`config.mk`:
```
export PLATFORM = sky130hd
export DESIGN_NAME = gregorian_date_add_days_unit
export DESIGN_NICKNAME = d
export VERILOG_FILES = /design/src/rtl/gdad_pkg.sv /design/src/rtl/gdad_front.sv /design/src/rtl/gdad_fifo.sv /design/src/rtl/gdad_back.sv /design/src/rtl/gregorian_date_add_days_unit.sv
export SDC_FILE = /design/constraint.sdc
export NUM_CORES = 1
export LEC_CHECK = 0
export BUFFER_PORTS_ARGS = -buffer_cell sky130_fd_sc_hd__buf_2
export CORE_MARGIN = 2
export CORE_UTILIZATION = 50
export CTS_CLUSTER_DIAMETER = 60
export DETAILED_ROUTE_END_ITERATION = 8
export GPL_TIMING_DRIVEN = 1
export PLACE_DENSITY = 0.68
export SETUP_SLACK_MARGIN = 0.1
export SYNTH_ARGS = -nofsm -noshare
export SYNTH_HDL_FRONTEND = slang
export SYNTH_HIERARCHICAL = 1
export SYNTH_SLANG_ARGS = --single-unit
```
`constraint.sdc`:
```
create_clock -name clk -period 5 [get_ports clk]
set_input_delay 1.5 -clock clk [delete_from_list [all_inputs] [get_ports clk]]
set_output_delay 1.5 -clock clk [all_outputs]
set_load 0.03 [all_outputs]
```
`src/rtl/gdad_pkg.sv`:
```
// Shared types, constants and calendar helpers for the date-plus-days unit.
// Used by gdad_front, gdad_fifo, gdad_back and gregorian_date_add_days_unit.
// No dependencies.
package gdad_pkg;

  // Fixed field widths of the stream payload.
  localparam int DAY_W   = 5;
  localparam int MONTH_W = 4;
  localparam int YEAR_W  = 14;
  localparam int DAYS_W  = 16;
  localparam int MOD_W   = 9;   // holds a year modulo 400

  // Month numbers used by the month step.
  localparam logic [MONTH_W-1:0] MONTH_JAN = 4'd1;
  localparam logic [MONTH_W-1:0] MONTH_FEB = 4'd2;
  localparam logic [MONTH_W-1:0] MONTH_DEC = 4'd12;

  // Gregorian cycle.
  localparam logic [MOD_W-1:0] CYCLE_LAST = 9'd399;
  localparam logic [YEAR_W-1:0] CYCLE_LEN = 14'd400;
  localparam logic [2:0] MOD_STEP_FIRST = 3'd5;  // 400 << 5 still fits 14 bits

  // Month lengths of a common year, January first.
  localparam logic [DAY_W-1:0] MONTH_LEN [12] = '{
    5'd31, 5'd28, 5'd31, 5'd30, 5'd31, 5'd30,
    5'd31, 5'd31, 5'd30, 5'd31, 5'd30, 5'd31
  };

  typedef enum logic [1:0] {
    F_IDLE,
    F_MOD,
    F_SUM,
    F_PUSH
  } front_state_t;

  typedef enum logic [1:0] {
    B_IDLE,
    B_RUN,
    B_DONE
  } back_state_t;

  // Status of the queue between the two halves.
  typedef struct packed {
    logic full;
    logic empty;
  } fifo_status_t;

  // Leap year judged from the year modulo 400.
  function automatic logic is_leap(input logic [MOD_W-1:0] r);
    logic div4;
    logic century;
    div4    = (r[1:0] == 2'd0);
    century = (r == 9'd100) || (r == 9'd200) || (r == 9'd300);
    return div4 && !century;
  endfunction

  // Days in month m (1..12) with the given leap flag.
  function automatic logic [DAY_W-1:0] month_days(input logic [MONTH_W-1:0] m,
                                                  input logic leap);
    logic [MONTH_W-1:0] idx;
    logic [DAY_W-1:0]   len;
    idx = m - MONTH_JAN;
    if (m == MONTH_FEB) begin
      len = leap ? 5'd29 : 5'd28;
    end else if (idx < 4'd12) begin
      len = MONTH_LEN[idx];
    end else begin
      len = 5'd31;
    end
    return len;
  endfunction

endpackage

```
`src/rtl/gdad_front.sv`:
```
// Front half: accepts a start date, reduces the year modulo 400 and forms
// the day total from the start of the year, days to add included. Depends on gdad_pkg.
module gdad_front #(
  parameter int ADD_COUNT_BITS = 16,
  localparam int TOTAL_W = ADD_COUNT_BITS + 2,
  localparam int YR_W    = gdad_pkg::YEAR_W + ADD_COUNT_BITS / 8,
  localparam int PAY_W   = TOTAL_W + YR_W + gdad_pkg::MOD_W,
  localparam int ADD_IN_W = (ADD_COUNT_BITS < gdad_pkg::DAYS_W) ?
                            ADD_COUNT_BITS : gdad_pkg::DAYS_W
) (
  input  logic                              clk,
  input  logic                              rst,
  input  logic                              in_valid,
  output logic                              in_ready,
  input  logic [gdad_pkg::DAY_W-1:0]        in_day,
  input  logic [gdad_pkg::MONTH_W-1:0]      in_month,
  input  logic [gdad_pkg::YEAR_W-1:0]       in_year,
  input  logic [gdad_pkg::DAYS_W-1:0]       in_days,
  input  gdad_pkg::fifo_status_t            fifo_st,
  output logic                              push,
  output logic [PAY_W-1:0]                  push_data
);

  gdad_pkg::front_state_t state, state_next;

  logic [TOTAL_W-1:0]               total;
  logic [gdad_pkg::YEAR_W-1:0]      year;
  logic [gdad_pkg::YEAR_W-1:0]      rem;
  logic [gdad_pkg::MONTH_W-1:0]     lead_months;
  logic [gdad_pkg::MONTH_W-1:0]     m_cnt;
  logic [2:0]                       k;
  logic [gdad_pkg::YEAR_W-1:0]      sub;
  logic                             leap;
  logic                             accept;

  assign accept = in_valid && in_ready;
  assign sub    = gdad_pkg::CYCLE_LEN << k;
  assign leap   = gdad_pkg::is_leap(rem[gdad_pkg::MOD_W-1:0]);

  // Next state.
  always_comb begin
    state_next = state;
    case (state)
      gdad_pkg::F_IDLE: if (in_valid) state_next = gdad_pkg::F_MOD;
      gdad_pkg::F_MOD:  if (k == 3'd0) state_next = gdad_pkg::F_SUM;
      gdad_pkg::F_SUM:  if (m_cnt > lead_months) state_next = gdad_pkg::F_PUSH;
      gdad_pkg::F_PUSH: if (!fifo_st.full) state_next = gdad_pkg::F_IDLE;
      default:          state_next = gdad_pkg::F_IDLE;
    endcase
  end

  // Outputs.
  always_comb begin
    in_ready = 1'b0;
    push     = 1'b0;
    case (state)
      gdad_pkg::F_IDLE: in_ready = 1'b1;
      gdad_pkg::F_PUSH: push = !fifo_st.full;
      default: begin
        in_ready = 1'b0;
        push     = 1'b0;
      end
    endcase
  end

  assign push_data = {total, YR_W'(year), rem[gdad_pkg::MOD_W-1:0]};

  always_ff @(posedge clk) begin
    if (rst) begin
      state <= gdad_pkg::F_IDLE;
    end else begin
      state <= state_next;
    end
  end

  // Datapath: capture, year reduction by shifted 400s, month-length sum.
  always_ff @(posedge clk) begin
    if (accept) begin
      year   <= in_year;
      rem    <= in_year;
      k      <= gdad_pkg::MOD_STEP_FIRST;
      m_cnt  <= gdad_pkg::MONTH_JAN;
      total  <= TOTAL_W'(in_day) + TOTAL_W'(in_days[ADD_IN_W-1:0]);
      if (in_month > gdad_pkg::MONTH_DEC) begin
        lead_months <= gdad_pkg::MONTH_DEC;
      end else if (in_month == 4'd0) begin
        lead_months <= 4'd0;
      end else begin
        lead_months <= in_month - gdad_pkg::MONTH_JAN;
      end
    end else if (state == gdad_pkg::F_MOD) begin
      if (rem >= sub) begin
        rem <= rem - sub;
      end
      k <= k - 3'd1;
    end else if (state == gdad_pkg::F_SUM && m_cnt <= lead_months) begin
      total <= total + TOTAL_W'(gdad_pkg::month_days(m_cnt, leap));
      m_cnt <= m_cnt + 4'd1;
    end
  end

endmodule

```
`src/rtl/gdad_fifo.sv`:
```
// Two-entry queue between the front and back halves.
// Depends on gdad_pkg for the status struct.
module gdad_fifo #(
  parameter int WIDTH = 8
) (
  input  logic                   clk,
  input  logic                   rst,
  input  logic                   push,
  input  logic [WIDTH-1:0]       push_data,
  input  logic                   pop,
  output logic [WIDTH-1:0]       pop_data,
  output gdad_pkg::fifo_status_t st
);

  logic [WIDTH-1:0] mem [2];
  logic             wr_ptr;
  logic             rd_ptr;
  logic [1:0]       count;

  assign st.full   = (count == 2'd2);
  assign st.empty  = (count == 2'd0);
  assign pop_data  = mem[rd_ptr];

  // Storage.
  always_ff @(posedge clk) begin
    if (push) begin
      mem[wr_ptr] <= push_data;
    end
  end

  // Pointers and fill count.
  always_ff @(posedge clk) begin
    if (rst) begin
      wr_ptr <= 1'b0;
      rd_ptr <= 1'b0;
      count  <= 2'd0;
    end else begin
      if (push) wr_ptr <= !wr_ptr;
      if (pop) rd_ptr <= !rd_ptr;
      if (push && !pop) begin
        count <= count + 2'd1;
      end else if (pop && !push) begin
        count <= count - 2'd1;
      end
    end
  end

endmodule

```
`src/rtl/gdad_back.sv`:
```
// Back half: steps month by month through the remaining day total and
// holds the result beat in an output register. Depends on gdad_pkg.
module gdad_back #(
  parameter int ADD_COUNT_BITS = 16,
  localparam int TOTAL_W = ADD_COUNT_BITS + 2,
  localparam int YR_W    = gdad_pkg::YEAR_W + ADD_COUNT_BITS / 8,
  localparam int PAY_W   = TOTAL_W + YR_W + gdad_pkg::MOD_W
) (
  input  logic                          clk,
  input  logic                          rst,
  input  gdad_pkg::fifo_status_t        fifo_st,
  input  logic [PAY_W-1:0]              pop_data,
  output logic                          pop,
  output logic                          out_valid,
  input  logic                          out_ready,
  output logic [gdad_pkg::DAY_W-1:0]    out_day,
  output logic [gdad_pkg::MONTH_W-1:0]  out_month,
  output logic [gdad_pkg::YEAR_W-1:0]   out_year
);

  gdad_pkg::back_state_t state, state_next;

  logic [TOTAL_W-1:0]            total;
  logic [YR_W-1:0]               year;
  logic [gdad_pkg::MOD_W-1:0]    ymod;
  logic [gdad_pkg::MONTH_W-1:0]  month;
  logic [gdad_pkg::DAY_W-1:0]    len;
  logic                          fits;
  logic                          load_out;

  assign len  = gdad_pkg::month_days(month, gdad_pkg::is_leap(ymod));
  assign fits = (total <= TOTAL_W'(len));

  // Next state.
  always_comb begin
    state_next = state;
    case (state)
      gdad_pkg::B_IDLE: if (!fifo_st.empty) state_next = gdad_pkg::B_RUN;
      gdad_pkg::B_RUN:  if (fits) state_next = gdad_pkg::B_DONE;
      gdad_pkg::B_DONE: if (!out_valid || out_ready) state_next = gdad_pkg::B_IDLE;
      default:          state_next = gdad_pkg::B_IDLE;
    endcase
  end

  // Outputs.
  always_comb begin
    pop      = 1'b0;
    load_out = 1'b0;
    case (state)
      gdad_pkg::B_IDLE: pop = !fifo_st.empty;
      gdad_pkg::B_DONE: load_out = !out_valid || out_ready;
      default: begin
        pop      = 1'b0;
        load_out = 1'b0;
      end
    endcase
  end

  always_ff @(posedge clk) begin
    if (rst) begin
      state     <= gdad_pkg::B_IDLE;
      out_valid <= 1'b0;
    end else begin
      state <= state_next;
      if (load_out) begin
        out_valid <= 1'b1;
      end else if (out_ready) begin
        out_valid <= 1'b0;
      end
    end
  end

  // Month step: subtract the current month and advance, wrapping the year.
  always_ff @(posedge clk) begin
    if (pop) begin
      {total, year, ymod} <= pop_data;
      month <= gdad_pkg::MONTH_JAN;
    end else if (state == gdad_pkg::B_RUN && !fits) begin
      total <= total - TOTAL_W'(len);
      if (month == gdad_pkg::MONTH_DEC) begin
        month <= gdad_pkg::MONTH_JAN;
        year  <= year + YR_W'(1);
        ymod  <= (ymod == gdad_pkg::CYCLE_LAST) ? '0 : ymod + 9'd1;
      end else begin
        month <= month + 4'd1;
      end
    end
  end

  // Result register.
  always_ff @(posedge clk) begin
    if (load_out) begin
      out_day   <= total[gdad_pkg::DAY_W-1:0];
      out_month <= month;
      out_year  <= year[gdad_pkg::YEAR_W-1:0];
    end
  end

endmodule

```
`src/rtl/gregorian_date_add_days_unit.sv`:
```
// Flow: after a start date is accepted the front reduces the year (F_MOD), sums the
// lengths of the months before the start month (F_SUM) and writes the queue (F_PUSH); the
// back pops it (B_IDLE), steps month by month until the total fits (B_RUN) and loads the result (B_DONE).
// The front takes a new start date only once it has queued the last one; the back-half
// month loop limits the flow for long counts, the front half for short ones.
// Reset: rst is synchronous, active high, and empties the queue and both halves.
module gregorian_date_add_days_unit #(
  parameter int ADD_COUNT_BITS = 16
) (
  input  logic        clk,
  input  logic        rst,
  input  logic        s_axis_tvalid,
  output logic        s_axis_tready,
  // start_day[4:0], start_month[8:5], start_year[22:9], days_to_add[38:23], zero[39]
  input  logic [39:0] s_axis_tdata,
  output logic        m_axis_tvalid,
  input  logic        m_axis_tready,
  // result_day[4:0], result_month[8:5], result_year[22:9], zero[23]
  output logic [23:0] m_axis_tdata
);

  localparam int TOTAL_W = ADD_COUNT_BITS + 2;
  localparam int YR_W    = gdad_pkg::YEAR_W + ADD_COUNT_BITS / 8;
  localparam int PAY_W   = TOTAL_W + YR_W + gdad_pkg::MOD_W;

  gdad_pkg::fifo_status_t             fifo_st;
  logic                               push;
  logic                               pop;
  logic [PAY_W-1:0]                   push_data;
  logic [PAY_W-1:0]                   pop_data;
  logic [gdad_pkg::DAY_W-1:0]         res_day;
  logic [gdad_pkg::MONTH_W-1:0]       res_month;
  logic [gdad_pkg::YEAR_W-1:0]        res_year;

  gdad_front #(.ADD_COUNT_BITS(ADD_COUNT_BITS)) u_front (
    .clk       (clk),
    .rst       (rst),
    .in_valid  (s_axis_tvalid),
    .in_ready  (s_axis_tready),
    .in_day    (s_axis_tdata[4:0]),
    .in_month  (s_axis_tdata[8:5]),
    .in_year   (s_axis_tdata[22:9]),
    .in_days   (s_axis_tdata[38:23]),
    .fifo_st   (fifo_st),
    .push      (push),
    .push_data (push_data)
  );

  gdad_fifo #(.WIDTH(PAY_W)) u_fifo (
    .clk       (clk),
    .rst       (rst),
    .push      (push),
    .push_data (push_data),
    .pop       (pop),
    .pop_data  (pop_data),
    .st        (fifo_st)
  );

  gdad_back #(.ADD_COUNT_BITS(ADD_COUNT_BITS)) u_back (
    .clk       (clk),
    .rst       (rst),
    .fifo_st   (fifo_st),
    .pop_data  (pop_data),
    .pop       (pop),
    .out_valid (m_axis_tvalid),
    .out_ready (m_axis_tready),
    .out_day   (res_day),
    .out_month (res_month),
    .out_year  (res_year)
  );

  assign m_axis_tdata = {1'b0, res_year, res_month, res_day};

  // The front never writes a full queue, and the back never reads an empty one.
  a_no_overflow: assert property (@(posedge clk) disable iff (rst)
    push |-> !fifo_st.full)
    else $error("queue written while full");

  a_no_underflow: assert property (@(posedge clk) disable iff (rst)
    pop |-> !fifo_st.empty)
    else $error("queue read while empty");

  // A result month is always a real month.
  a_month_range: assert property (@(posedge clk) disable iff (rst)
    m_axis_tvalid |-> (m_axis_tdata[8:5] >= 4'd1 && m_axis_tdata[8:5] <= 4'd12))
    else $error("result month out of range");

  // The front takes one start date at a time.
  a_one_at_a_time: assert property (@(posedge clk) disable iff (rst)
    (s_axis_tvalid && s_axis_tready) |=> !s_axis_tready)
    else $error("front accepted back to back");

endmodule

```
# After elaboration in Yosys (flattened, before gate mapping)
# Memories as Yosys holds them, arrays and structs flattened. A register that Yosys moved wholly into a read port is not among the register bits.
# Cells that the tools add are included.
totals:
  register_bits: 136
  ram_bits: 82
  rom_bits: 160
  output_inout_bits: 26
  mem_count: 3
memory_table:
  columns: ["memory", "depth", "word_bits", "rd", "rd_clocked_by_memory_dff", "wr", "line", "rtl"]
  rows:
  - ["u_fifo.mem", 2, 41, 1, 1, 1, "gdad_fifo.sv:15", "logic [WIDTH-1:0] mem [2];"]
  - ["(no name shown)", 16, 5, 1, 0, 0, "gdad_pkg.sv:66", "len = MONTH_LEN[idx];"]
  - ["(no name shown)", 16, 5, 1, 0, 0, "gdad_pkg.sv:66", null]
op_classes:
  n_addsub: 14
  order_cmp: 9
  n_eq_ne: 24
  shifts: 1
  n_mux: 51
  bitwise: 3
  n_reduce_logical: 43
ops:
  columns: ["operator", "count"]
  rows:
  - ["18-bit two-way mux", 5]
  - ["5-bit two-way mux", 11]
  - ["16-bit two-way mux", 3]
  - ["14-bit two-way mux", 3]
  - ["9-bit two-way mux", 4]
  - ["9-bit equality test (second input constant)", 3]
  - ["18-bit by 5-bit adder with 18-bit output", 1]
  - ["9-bit by 7-bit equality test with 1-bit output (second input constant)", 2]
  - ["9-bit by 8-bit equality test with 1-bit output (second input constant)", 2]
  - ["18-bit by 5-bit <= comparator with 1-bit output", 1]
  - ["2-bit two-way mux", 9]
  - ["18-bit by 5-bit subtractor with 18-bit output", 1]
  - ["5-bit by 16-bit adder with 17-bit output", 1]
  - ["16-bit by 1-bit adder with 16-bit output (second input constant)", 1]
  - ["14-bit >= comparator", 1]
  - ["2-bit nonzero test", 7]
  - ["9-bit by 3-bit left shift with 14-bit output (first input constant)", 1]
  - ["14-bit subtractor", 1]
  - ["1-bit two-way mux", 12]
  - ["4-bit by 1-bit subtractor with 4-bit output (second input constant)", 3]
  - ["5-bit >= comparator (second input constant)", 2]
  - ["1-bit logical NOT", 10]
  - ["2-bit logical NOT", 5]
  - ["2-bit by 1-bit != test with 1-bit output (second input constant)", 5]
  - ["other kinds (27)", 51]

# Depth between registers and ports, before layout
# Gate-level depths: netlist of run 1.
depth:
  word_depth: 14
  ltp_mapped: 15

# By module
# The synthesis of run 1 kept the hierarchy.
by_module_without_submodules:
  columns: ["module", "instances", "cells_each", "area_per_inst_um2", "seq_area_each_um2"]
  rows:
  - ["gdad_front", 1, 420, 4066.4, 1681.6]
  - ["gdad_back", 1, 365, 3802.4, 2062.0]
  - ["gdad_fifo", 1, 156, 3309.4, 2682.6]
  - ["gregorian_date_add_days_unit", 1, 2, 11.3, 0.0]

# Worst setup path after synthesis of run 1
# Ideal clock, no wire load.
synth_timing:
  path_kind: "reg-to-reg"
  from: "register u_back/month[0] (netlist bit)"
  to: "register u_back.year[0], enable pin"
  arrival_ps: 3581
  required_ps: 4594
  setup_slack_ps: 1013
  path_stages_with_launch: 16
  path_cell_list: "dfxtp_1 -> inv_1 -> ha_1 -> clkbuf_1 -> xor2_1 -> o21ai_0 -> a221oi_1 -> o22ai_1 -> ha_1 -> inv_1 -> fa_1 -> and4_1 -> buf_2 -> a211o_1 -> o21ai_2 -> o21ai_1"
synth_between:
  elab_chain_cells: 12
synth_lines:
  columns: ["element", "line", "rtl"]
  rows:
  - ["start: declaration", "gdad_back.sv:26", "logic [gdad_pkg::MONTH_W-1:0] month;"]
  - ["start signal: assignment", "gdad_back.sv:77", "month <= gdad_pkg::MONTH_JAN;"]
  - ["start signal: assignment", "gdad_back.sv:81", "month <= gdad_pkg::MONTH_JAN;"]
  - ["start signal: assignment", "gdad_back.sv:85", "month <= month + 4'd1;"]
  - ["4-bit by 1-bit subtractor with 4-bit output", "gdad_pkg.sv:62", "idx = m - MONTH_JAN;"]
  - ["4-bit NOT with 5-bit output (not written as such)", "gdad_pkg.sv:66", null]
  - ["memory read 16 x 5 bit", null, null]
  - ["5-bit two-way mux (not written as such) (2 in a row)", "gdad_pkg.sv:66", null]
  - ["5-bit two-way mux", "gdad_pkg.sv:65", "end else if (idx < 4'd12) begin"]
  - ["5-bit two-way mux", "gdad_pkg.sv:63", "if (m == MONTH_FEB) begin"]
  - ["18-bit by 5-bit <= comparator with 1-bit output", "gdad_back.sv:32", "assign fits = (total <= TOTAL_W'(len));"]
  - ["1-bit logical NOT", "gdad_back.sv:78", "end else if (state == gdad_pkg::B_RUN && !fits) begin"]
  - ["1-bit logical AND", "gdad_back.sv:78", null]
  - ["2-bit nonzero test (no source line)", null, null]
  - ["2-bit AND reduction (no source line) *", null, null]
  - ["end signal: assignment", "gdad_back.sv:76", "{total, year, ymod} <= pop_data;"]
  - ["end signal: assignment", "gdad_back.sv:82", "year <= year + YR_W'(1);"]
  - ["end: declaration", "gdad_back.sv:24", "logic [YR_W-1:0] year;"]
# Mark *: on every way between the ends. The rest lies on a longest branch, timed or not. The select of a mux whose other input is x is not followed.
# A chain may end at the register's enable or synchronous reset.

# Final worst setup path of run 1
layout_timing:
  from: "register u_back/month[0] (netlist bit)"
  to: "register u_back.total[8], enable pin"
layout_between:
  elab_chain_cells: 11
layout_lines:
  columns: ["element", "line", "rtl"]
  rows:
  - ["4-bit by 1-bit subtractor with 4-bit output", "gdad_pkg.sv:62", null]
  - ["4-bit NOT with 5-bit output (not written as such)", "gdad_pkg.sv:66", null]
  - ["memory read 16 x 5 bit", null, null]
  - ["5-bit two-way mux (not written as such) (2 in a row)", "gdad_pkg.sv:66", null]
  - ["5-bit two-way mux", "gdad_pkg.sv:65", null]
  - ["5-bit two-way mux *", "gdad_pkg.sv:63", null]
  - ["18-bit by 5-bit <= comparator with 1-bit output *", "gdad_back.sv:32", null]
  - ["1-bit logical NOT *", "gdad_back.sv:78", null]
  - ["1-bit logical AND *", "gdad_back.sv:78", null]
  - ["2-bit nonzero test (no source line) *", null, null]
  - ["end signal: assignment", "gdad_back.sv:76", null]
  - ["end signal: assignment", "gdad_back.sv:79", "total <= total - TOTAL_W'(len);"]
  - ["end: declaration", "gdad_back.sv:23", "logic [TOTAL_W-1:0] total;"]
# Marks and branches as above.

==> results of run 1 <==
per-stage QoR:
step | hold WS [ps] | instance area [um2] | cells
after floorplan | 421.5 | 11030 | 934
after global placement | 426.1 | 11560 | 1244
after detailed placement | 429.6 | 11560 | 1244
after CTS | 441.1 | 12350 | 1287
after global routing | 456.5 | 12350 | 1287
final | 440.5 | 12350 | 1287
power by group through the flow:
stage | clock network, mW | logic, mW | registers [mW]
after global placement | 0 | 2.57 | 3.32
final | 1.76 | 2.65 | 3.31
after floorplan | 0 | 2.21 | 3.14
after global routing | 1.87 | 3.00 | 3.40
after CTS | 1.80 | 2.66 | 3.31
after detailed placement | 0 | 2.62 | 3.35
layer usage:
metal	share of wire [%]	vias to the layer above	GRT usage, %	wire (um)
met1	50	3272	25.07	9930
li1	-	3550	-	-
met3	4.7	33	2.730	935
met4	1.6	0	4.541	323
met2	44	174	26.19	8718
met5	0	-	0	0
worst max-delay path: stages, from the launching register on:
cell,delay (ps)
dfxtp_1,480
inv_1,180
ha_1,340
xor2_1,170
o21ai_0,150
a221oi_1,110
o22ai_1,190
ha_1,190
inv_1,60
fa_1,410
and4_1,320
a211o_1,330
o21ai_2,260
nand2_1,520
worst max-delay path by stage:
| stage | startpoint | endpoint | slack [ps] | cells past startpoint |
|---|---|---|---|---|
| 6_report | u_back/month[0] | u_back/total[8] | 840 | 13 |
| 3_5_place_dp | u_back/month[0] | u_back/total[8] | 830 | 13 |
| 5_1_grt | u_back/month[0] | u_back/total[6] | 430 | 13 |
| 4_1_cts | u_back/month[0] | u_back/total[12] | 810 | 13 |
| 2_1_floorplan | u_back/month[0] | u_back/year[0] | 1010 | 15 |
| 3_3_place_gp | u_back/month[0] | u_back/total[8] | 860 | 13 |
flip-flops by register name, indices dropped and copies added (netlist names), named ones only:
name / cells
u_back/out_year: 14
u_fifo/rd_ptr: 1
u_fifo/count: 2
u_back/out_day: 5
u_back/state: 2
u_front/k: 3
u_back/total: 18
u_back/ymod: 9
u_front/year: 14
u_fifo/mem: 82
u_fifo/wr_ptr: 1
u_back/year: 14
u_front/rem: 14
u_back/month: 4
u_back/out_valid: 1
u_front/m_cnt: 4
u_front/state: 2
u_front/total: 18
u_back/out_month: 4
u_front/lead_months: 4
cell type report:
type | count | area, um2 | share of cell area [%]
Sequential cell | 217 | 6306 | 51.05
Inverter | 41 | 153.9 | 1.246
Tap cell | 280 | 350.3 | 2.836
Clock inverter | 13 | 147.6 | 1.195
Multi-Input combinational cell | 629 | 4340 | 35.14
Timing Repair Buffer | 77 | 410.4 | 3.322
Clock buffer | 30 | 644.4 | 5.216
==> summary.md, run 1 <==
| Metric | Value |
|---|---|
| Clock tree buffer depth | `3` |
| Synth-to-Final Area Change | `12.01%` |
| Clock Skews | `roughly 13 ps` |
| Sw frac | `about 36%` |
| Mapped Nets | `around 1k` |
| Power, Total | `7.725 mW` |
| Setup ws final | `~840 ps` |
| Final HPWL DP | `13,620 um` |
| Share of cells above drive strength 1 | `between 10% and 20%` |
| Critical path class | `flop to flop` |
| Reg2reg setup slack | `between 800 and 900 ps` |
| Worst r2r path cells | `13` |
| Synth Cell Area | `about 11,000 um2` |
| Initial DRC count | `between 500 and 600` |
| First-pass DRT Iterations | `5` |
| Clk sink count | `around 220` |
| Cell row count | `54` |
| Core footprint | `21,760 um2` |
| Gpl congestion | `roughly 0.87` |
| Worst Max-Slew Pin Slew | `around 1100 ps` |
| Combinational Power Share | `roughly a third` |
| CTS clk-pin slew, worst paths | `around 60 ps` |
| Number of I/O port buffers | `67` |
| Crit path max fanout | `18` |
| Total negative slack | `0 ps` |
| Power per cell area | `625.4 nW/um2` |
| Hold Fails Final Rpt | `0` |
| Final net count | `1,082` |
| Initial Util | `about half` |
| Fmax | `approximately 0.24 GHz` |
| Routed Antenna Nets | `0` |
| Syn avg cell area | `roughly 12 um2` |
| Unrepaired setup endpoints after global routing | `no` |
| Sw Pwr | `2.750 mW` |
| CTS tree | `done` |
| Worst skew pair latency | `510 ps` |
| Drt drc | `0` |
| Number of global-route vias before repair | `~6.6k` |
| Vias per Instance | `5.462` |
| Die width | `between 150 and 200 um` |
| Final setup viols | `0` |
| Hold Crit Endpoint | `u_fifo/mem[1][14]` |
| CTS buffer count | `24` |
| H-tree level count | `1` |
| Worst endpoint required time | `about 5100 ps` |
| Int Power | `4.976 mW` |
| Outcome | `finished, final reports clean` |
| Final period util | `between 80 and 90%` |
| CP Launch Type | `flop` |
| Clk root buf | `clkbuf_16` |
| Die ar. | `between 20,000 and 25,000 um2` |
| Vias | `7,029` |
| Most frequent cells in the layout | `196 x edfxtp_1, 92 x nand2_1, 67 x buf_2, 61 x nor2_1, 52 x o21ai_0` |
| Ys Warns | `6` |
| Initial antenna violation count | `0` |
| Syn Inst Count | `934` |
| Die height | `around 150 um` |
| Largest net degree at the start of global routing | `42` |
| Pins over their slew limit | `0` |
| Post-Place Setup Slack | `about 830 ps` |
| RR Startpoint | `u_back/month[0]` |
| Global Route Usage Sum | `approximately 17%` |
| DR WL/cell | `between 15 and 20 um` |
| Setup bufs post-CTS | `0` |
| Crit path capture type | `flop` |
| Core Util, Final | `around 57%` |
| CP arrival | `around 4200 ps` |
| MaxCap Viol Count | `0` |
| R2r endpoint | `u_back/total[8]` |
| Clock power share | `roughly 23%` |
| Total gr overflow | `0` |
| Hold Path Depth | `0` |
| Sequential Power Share | `42.9%` |
| Leakage | `4.460 nW` |
| Max VDD drop | `roughly 290 uV` |
| HP Class | `flop to flop` |
| Post-CTS resize count | `0` |
| Routed WL | `19,910 um` |
| First-pass GRT wire length | `around 33,000 um` |
| Time the worst path needs with I/O delays and setup | `between 4000 and 5000 ps` |
| Hold Buf Count CTS | `0` |
| N_diodes | `0` |
| Boundary Pins | `70` |
| # fillers | `1,817` |
| Most common cell after layout, fill and taps aside | `edfxtp_1` |
| Min-delay src | `u_front/year[5]` |
| Max-slew headroom | `roughly 29%` |
Power figures use the tool's default switching activity.
==> inputs of run 2 (changes only) <==
ABC_AREA = 1   (was default)
clock period = 4.25 ns   (was 5 ns; I/O delays follow)
==> run 2 against run 1 <==
  * Setup slack better by 23 ps
  * Flip-flop and latch count unchanged
  * Non-clock buffer count down 1
  * Cell area up 6.2%
  * First-iteration DRC count up 24%
  * Critical path depth up 6
  * Combinational power up 41%
  * Die area up 6.3%
  * Hold slack better by 5.0 ps
  * Synthesized cell count up 28%
  * Largest power group unchanged
  * Via count up 15%
==> summary.md, run 2 <==
| Metric | Value |
|---|---|
| Outcome | `finished, final reports clean` |
| Clk root buf | `clkbuf_16` |
| Worst r2r path cells | `19 (+6)` |
| Worst-path cell chain | `inv_1 -> ha_1 -> xor2_1 -> nand2_1 -> o21ai_0 -> inv_1 -> o21ai_1 -> nand2_1 -> nand2_1 -> ha_1 -> inv_1 -> fa_1 -> nand2_2 -> nor2_4 -> nor2_4 -> nand2_4 -> nand3_4 -> o21ai_2 -> buf_4` |
| Total negative slack | `0 ps (unchanged)` |
| Power per cell area | `744.9 nW/um2 (+19%)` |
| Int Power | `5.997 mW (+21%)` |
| Syn avg cell area | `9.822 um2 (-17%)` |
| HP Class | `flop to flop` |
| Initial DRC count | `624 (+24%)` |
| Hold Crit Endpoint | `u_fifo/mem[0][18]` |
| MaxCap Viol Count | `0 (unchanged)` |
| Setup bufs post-CTS | `0 (unchanged)` |
| CTS buffer count | `24 (unchanged)` |
| Routed Antenna Nets | `0 (unchanged)` |
| CTS clk-pin slew, worst paths | `60 ps (about the same)` |
| Max FFs per register | `82 (unchanged)` |
| Vias per Instance | `5.059 (-7.4%)` |
| Die height | `157.3 um (+3.1%)` |
| Die width | `157.3 um (+3.1%)` |
| CP arrival | `3630 ps (-600 ps)` |
| Worst skew pair latency | `520 ps (about the same)` |
| Final net count | `1,357 (+25%)` |
| Clock tree buffer depth | `3 (unchanged)` |
| Pins over their slew limit | `0 (unchanged)` |
| Clock power share | `21.3% (-1.5 points)` |
| Max VDD drop | `480.4 uV (+67%)` |
| Fmax | `0.2952 GHz (+23%)` |
| Post-CTS resize count | `0 (unchanged)` |
| Initial Util | `50.50% (-0.19 points)` |
| Routed WL | `21,920 um (+10%)` |
| R2r endpoint | `u_back/ymod[6]` |
| Boundary Pins | `70 (unchanged)` |
| Share of cells above drive strength 1 | `15.82% (-1.4 points)` |
| Mapped Nets | `1,288 (+26%)` |
| DR WL/cell | `13.68 um (-12%)` |
| Crit path max fanout | `23 (+5)` |
| Min-delay src | `u_front/year[9]` |
| Synth-to-Final Area Change | `11.64%` |
| First-pass GRT wire length | `36,310 um (+9.5%)` |
| CP max stage cell | `dfxtp_1` |
| Ys Warns | `6 (unchanged)` |
| Final HPWL DP | `15,570 um (+14%)` |
| Largest net degree at the start of global routing | `54 (+29%)` |
| Top Registers | `u_fifo/mem: 82 flops, u_back/total: 18 flops, u_front/total: 18 flops` |
| Critical path class | `flop to flop` |
| Register with the most flip-flops | `u_fifo/mem` |
| Worst endpoint required time | `4490 ps (-580 ps)` |
| Clock Skews | `9.994 ps (-2.723 ps)` |
| Crit-path max cell delay | `450 ps (-70 ps)` |
| Hold Path Depth | `0 (unchanged)` |
| Worst Max-Slew Pin Slew | `1050 ps (-7.826 ps)` |
| WP buf/inv | `4 (+2)` |
| Core Util, Final | `56.38% (-0.40 points)` |
| Final setup viols | `0 (unchanged)` |
| Number of global-route vias before repair | `7,590 (+14%)` |
| # fillers | `2,027 (+12%)` |
| Leakage | `5.573 nW (+25%)` |
| Time the worst path needs with I/O delays and setup | `3388 ps (-773.3 ps)` |
| Gpl congestion | `0.8683 (+0.24%)` |
| Sw Pwr | `3.772 mW (+37%)` |
| Sw frac | `38.62% (+3.0 points)` |
| H-tree level count | `1 (unchanged)` |
| Hold Buf Count CTS | `0 (unchanged)` |
| Worst path top cell family by delay | `adder cells` |
| Max-slew headroom | `29.95% (+0.77 points)` |
| Most common cell after layout, fill and taps aside | `nand2_1` |
| Crit path capture type | `flop` |
| Final period util | `79.72% (-3.5 points)` |
| Drt drc | `0 (unchanged)` |
| Sequential Power Share | `40.4% (-2.5 points)` |
| Reg2reg setup slack | `860 ps (+20 ps)` |
| Global Route Usage Sum | `18.02% (+1.1 points)` |
| Die ar. | `24,740 um2 (+6.3%)` |
| Initial antenna violation count | `0 (unchanged)` |
| First-pass DRT Iterations | `7 (+2)` |
| Combinational Power Share | `38.3% (+4.0 points)` |
| Vias | `8,104 (+15%)` |
| N_diodes | `0 (unchanged)` |
| Hold Fails Final Rpt | `0 (unchanged)` |
| Unrepaired setup endpoints after global routing | `no` |
| Number of I/O port buffers | `67 (unchanged)` |
| RR Startpoint | `u_back/month[0]` |
| CP Launch Type | `flop` |
| Syn Inst Count | `1,196 (+28%)` |
| Synth Cell Area | `11,750 um2 (+6.5%)` |
| Clk sink count | `217 (unchanged)` |
| Most frequent cells in the layout | `300 x nand2_1, 196 x edfxtp_1, 143 x inv_1, 93 x nor2_1, 85 x nand3_1` |
| Cell row count | `56 (+3.7%)` |
| Total gr overflow | `0 (unchanged)` |
| Core footprint | `23,260 um2 (+6.9%)` |
| CTS tree | `done` |
run 2: power groups by stage:
stage / Sequential, mW / Combinational, mW / Clock [mW]
2_1_floorplan: 3.85 / 3.02 / 0
3_3_place_gp: 3.96 / 3.65 / 0
3_5_place_dp: 3.99 / 3.74 / 0
4_1_cts: 3.95 / 3.77 / 2.13
5_1_grt: 4.04 / 4.31 / 2.20
6_report: 3.95 / 3.74 / 2.08
run 2: through the flow:
step,total power [mW],hold WS [ps],instance area (um2),setup slack (ps),std cells
after floorplan,6.875,409.5,11750,594.7,1196
after global placement,7.609,433.0,12310,935.9,1558
after detailed placement,7.730,435.6,12310,901.2,1558
after CTS,9.849,449.7,13120,878.4,1602
after global routing,10.56,459.4,13120,562.8,1602
final,9.769,445.5,13120,862.0,1602
run 2: worst max-delay path by stage:
| stage | depth (start not counted) | end | slack, ps | start |
|---|---|---|---|---|
| 4_1_cts | 19 | u_back/ymod[7] | 880 | u_back/month[0] |
| 6_report | 19 | u_back/ymod[6] | 860 | u_back/month[0] |
| 5_1_grt | 19 | u_back/ymod[6] | 560 | u_back/month[0] |
| 3_3_place_gp | 19 | u_back/ymod[7] | 940 | u_back/month[0] |
| 2_1_floorplan | 17 | u_back/year[0] | 590 | u_back/month[0] |
| 3_5_place_dp | 19 | u_back/ymod[7] | 900 | u_back/month[0] |
run 2: area by class of cell:
type | instances | area, um2 | area share [%]
timing repair buffer | 76 | 415.4 | 3.167
clock inverter | 19 | 176.4 | 1.345
tap | 319 | 399.1 | 3.043
clock buffer | 25 | 625.6 | 4.770
multi-input combinational | 797 | 4632 | 35.32
inverter | 149 | 559.3 | 4.264
sequential | 217 | 6307 | 48.09
run 2: per-layer routing:
layer / GRT usage [%] / vias to the layer above / wire, um
met4: 4.416 / 0 / 338
li1: - / 4153 / -
met3: 2.671 / 24 / 1136
met5: 0 / - / 0
met1: 25.69 / 3741 / 10660
met2: 29.15 / 186 / 9780
==> inputs of run 3 (changes only) <==
clock period = 3.18 ns   (was 4.25 ns; I/O delays follow)
==> run 3 against run 2 <==
  * Sequential power is 33% higher
  * Power is 37% higher
  * First-iteration DRC count is 7.2% lower
  * Critical path depth is 3 lower
  * Combinational power is 41% higher
  * Via count is 0.49% lower
  * Clock-buffer cell count is 4 higher
  * Die area stayed put
  * Clock power is 35% higher
  * Sequential share of layout area is 0.70 points lower
  * Fmax is 20% higher
  * Non-clock buffer count is 10 higher
  * Largest power group is now combinational logic
==> summary.md, run 3 (synthesized netlist as in run 2, its figures left out) <==
| Metric | Value |
|---|---|
| Final setup viols | `0 (unchanged)` |
| Number of global-route vias before repair | `7,819 (+3.0%)` |
| R2r endpoint | `u_front/total[10]` |
| Setup ws final | `347.5 ps (-514.5 ps)` |
| Die ar. | `24,740 um2 (unchanged)` |
| Leakage | `5.638 nW (+1.2%)` |
| Die width | `157.3 um (unchanged)` |
| Hold Buf Count CTS | `0 (unchanged)` |
| CTS buffer count | `24 (unchanged)` |
| First-pass DRT Iterations | `5 (-2)` |
| Gpl congestion | `0.8503 (-2.1%)` |
| Register with the most flip-flops | `u_fifo/mem` |
| Max FFs per register | `82 (unchanged)` |
| Time the worst path needs with I/O delays and setup | `2833 ps (-555.5 ps)` |
| Worst-path cell chain | `inv_1 -> ha_1 -> xnor2_1 -> or2_1 -> nand3_1 -> nand3_1 -> nand2_1 -> ha_1 -> inv_1 -> fa_1 -> nand3_2 -> nand2_2 -> nor2_4 -> nand3_1 -> nand3_1 -> o21ai_1` |
| Cell mode on critical path | `nand3_1` |
| CTS tree | `done` |
| Outcome | `finished, final reports clean` |
| Clk sink count | `217 (unchanged)` |
| Total gr overflow | `0 (unchanged)` |
| Initial DRC count | `579 (-7.2%)` |
| Worst Max-Slew Pin Slew | `731.3 ps (-318.4 ps)` |
| Drt drc | `0 (unchanged)` |
| Number of I/O port buffers | `67 (unchanged)` |
| Final net count | `1,368 (+0.81%)` |
| Final period util | `89.07% (+9.4 points)` |
| Cell row count | `56 (unchanged)` |
| CP Launch Type | `flop` |
| Power per cell area | `1003 nW/um2 (+35%)` |
| Most frequent cells in the layout | `299 x nand2_1, 196 x edfxtp_1, 143 x inv_1, 92 x nor2_1, 84 x nand3_1` |
| Critical path class | `flop to flop` |
| WP buf/inv | `2 (-2)` |
| Boundary Pins | `70 (unchanged)` |
| RR Startpoint | `u_front/m_cnt[0]` |
| Vias | `8,064 (-0.49%)` |
| Fmax | `0.3530 GHz (+20%)` |
| Core footprint | `23,260 um2 (unchanged)` |
| Post-Place Setup Slack | `36.91 ps (-864.3 ps)` |
| MaxCap Viol Count | `0 (unchanged)` |
| Clk root buf | `clkbuf_16` |
| N_diodes | `0 (unchanged)` |
| Most common cell after layout, fill and taps aside | `nand2_1` |
| Synth-to-Final Area Change | `13.35%` |
| Max VDD drop | `540.7 uV (+13%)` |
| Crit path capture | `u_front/total[10]` |
| Max-slew headroom | `51.18% (+21 points)` |
| Initial Util | `50.50% (unchanged)` |
| Unrepaired setup endpoints after global routing | `no` |
| Worst endpoint required time | `3440 ps (-1050 ps)` |
| Routed WL | `22,150 um (+1.1%)` |
| Top Registers | `u_fifo/mem: 82 flops, u_back/total: 18 flops, u_front/total: 18 flops` |
| Initial antenna violation count | `0 (unchanged)` |
| Vias per Instance | `5.009 (-0.99%)` |
| Cell count along the critical path | `16 (-3)` |
| CP max stage cell | `fa_1` |
| Crit path max fanout | `6 (-74%)` |
| Die height | `157.3 um (unchanged)` |
| Reg2reg setup slack | `350 ps (-510 ps)` |
| Total negative slack | `0 ps (unchanged)` |
| Global Route Usage Sum | `18.48% (+0.46 points)` |
| CTS clk-pin slew, worst paths | `60 ps (about the same)` |
| Final HPWL DP | `15,590 um (+0.16%)` |
| Worst skew pair latency | `510 ps (about the same)` |
| Clock tree buffer depth | `3 (unchanged)` |
| Crit path capture type | `flop` |
| First-pass GRT wire length | `37,070 um (+2.1%)` |
| H-tree level count | `1 (unchanged)` |
| CP startpoint | `u_front/m_cnt[0]` |
| DR WL/cell | `13.76 um (+0.56%)` |
| Hold Fails Final Rpt | `0 (unchanged)` |
| HP Class | `flop to flop` |
| Crit-path max cell delay | `430 ps (-20 ps)` |
| Largest net degree at the start of global routing | `54 (unchanged)` |
| Pins over their slew limit | `0 (unchanged)` |
| Worst path top cell family by delay | `simple AND/OR/NAND/NOR gates` |
| Clock Skews | `6.764 ps (-3.230 ps)` |
| Share of cells above drive strength 1 | `16.89% (+1.1 points)` |
| Routed Antenna Nets | `0 (unchanged)` |
| CP arrival | `3090 ps (-540 ps)` |
| Worst r2r path cells | `16 (-3)` |
-- run 3: cell types whose count changed in the layout (fill, tap and decap cells not counted), sizes merged --
cell / before / now
buf: 76 / 86
bufinv: 3 / 4
o21ai: 55 / 56
inv: 150 / 149
clkinv: 14 / 7
clkbuf: 25 / 29
-- run 3: layer usage --
layer | vias up | global-route usage, % | routed length (um)
met5 | - | 0 | 0
met4 | 0 | 4.242 | 427
met3 | 26 | 2.561 | 929
met2 | 175 | 30.78 | 10110
met1 | 3684 | 25.82 | 10680
li1 | 4179 | - | -
-- run 3: through the flow --
step / hold WS [ps] / utilization [%] / instances / power (mW) / instance area, um2
final: 446.3 / 57.24 / 1610 / 13.35 / 13320
after global placement: 424.7 / 53.34 / 1566 / 10.24 / 12410
after CTS: 449.1 / 56.86 / 1608 / 13.31 / 13230
after detailed placement: 434.0 / 53.34 / 1566 / 10.41 / 12410
after floorplan: 409.5 / - / 1196 / 9.199 / 11760
after global routing: 450.4 / 57.24 / 1610 / 14.44 / 13320
-- run 3: report_power, final --
| group | switching, mW | leakage (nW) | internal (mW) | total [mW] |
|---|---|---|---|---|
| registers | 0.746 | 1.99 | 4.51 | 5.26 |
| clock network | 1.06 | 0.390 | 1.75 | 2.81 |
| logic | 3.30 | 3.26 | 1.98 | 5.28 |
| total | 5.11 | 5.64 | 8.24 | 13.3 |
-- run 3: worst min path at each step --
| stage | cells past startpoint | end | slack (ps) | start |
|---|---|---|---|---|
| global route | 0 | u_fifo/mem[1][22] | 450 | u_front/year[13] |
| floorplan | 0 | u_back/out_month[2] | 410 | u_back/month[2] |
| global placement | 0 | u_fifo/mem[0][22] | 420 | u_front/year[13] |
| detailed placement | 0 | u_fifo/mem[1][22] | 430 | u_front/year[13] |
| CTS | 0 | u_fifo/mem[0][22] | 450 | u_front/year[13] |
| finish | 0 | u_fifo/mem[0][13] | 450 | u_front/year[4] |
-- run 3: cell type report --
class	instances	area, um2
multi-input combinational	798	4703
clock inverter	12	162.7
tap	319	399.1
timing repair buffer	86	540.5
sequential	217	6310
inverter	149	559.3
fill	2006	9947
clock buffer	29	640.6
-- run 3: what timing repair did --
item                       CTS  global route
cloned                       1             0
buffers inserted             0             2
setup endpoints to repair   23            58
pin swaps                    1             3
resized for setup            1            10
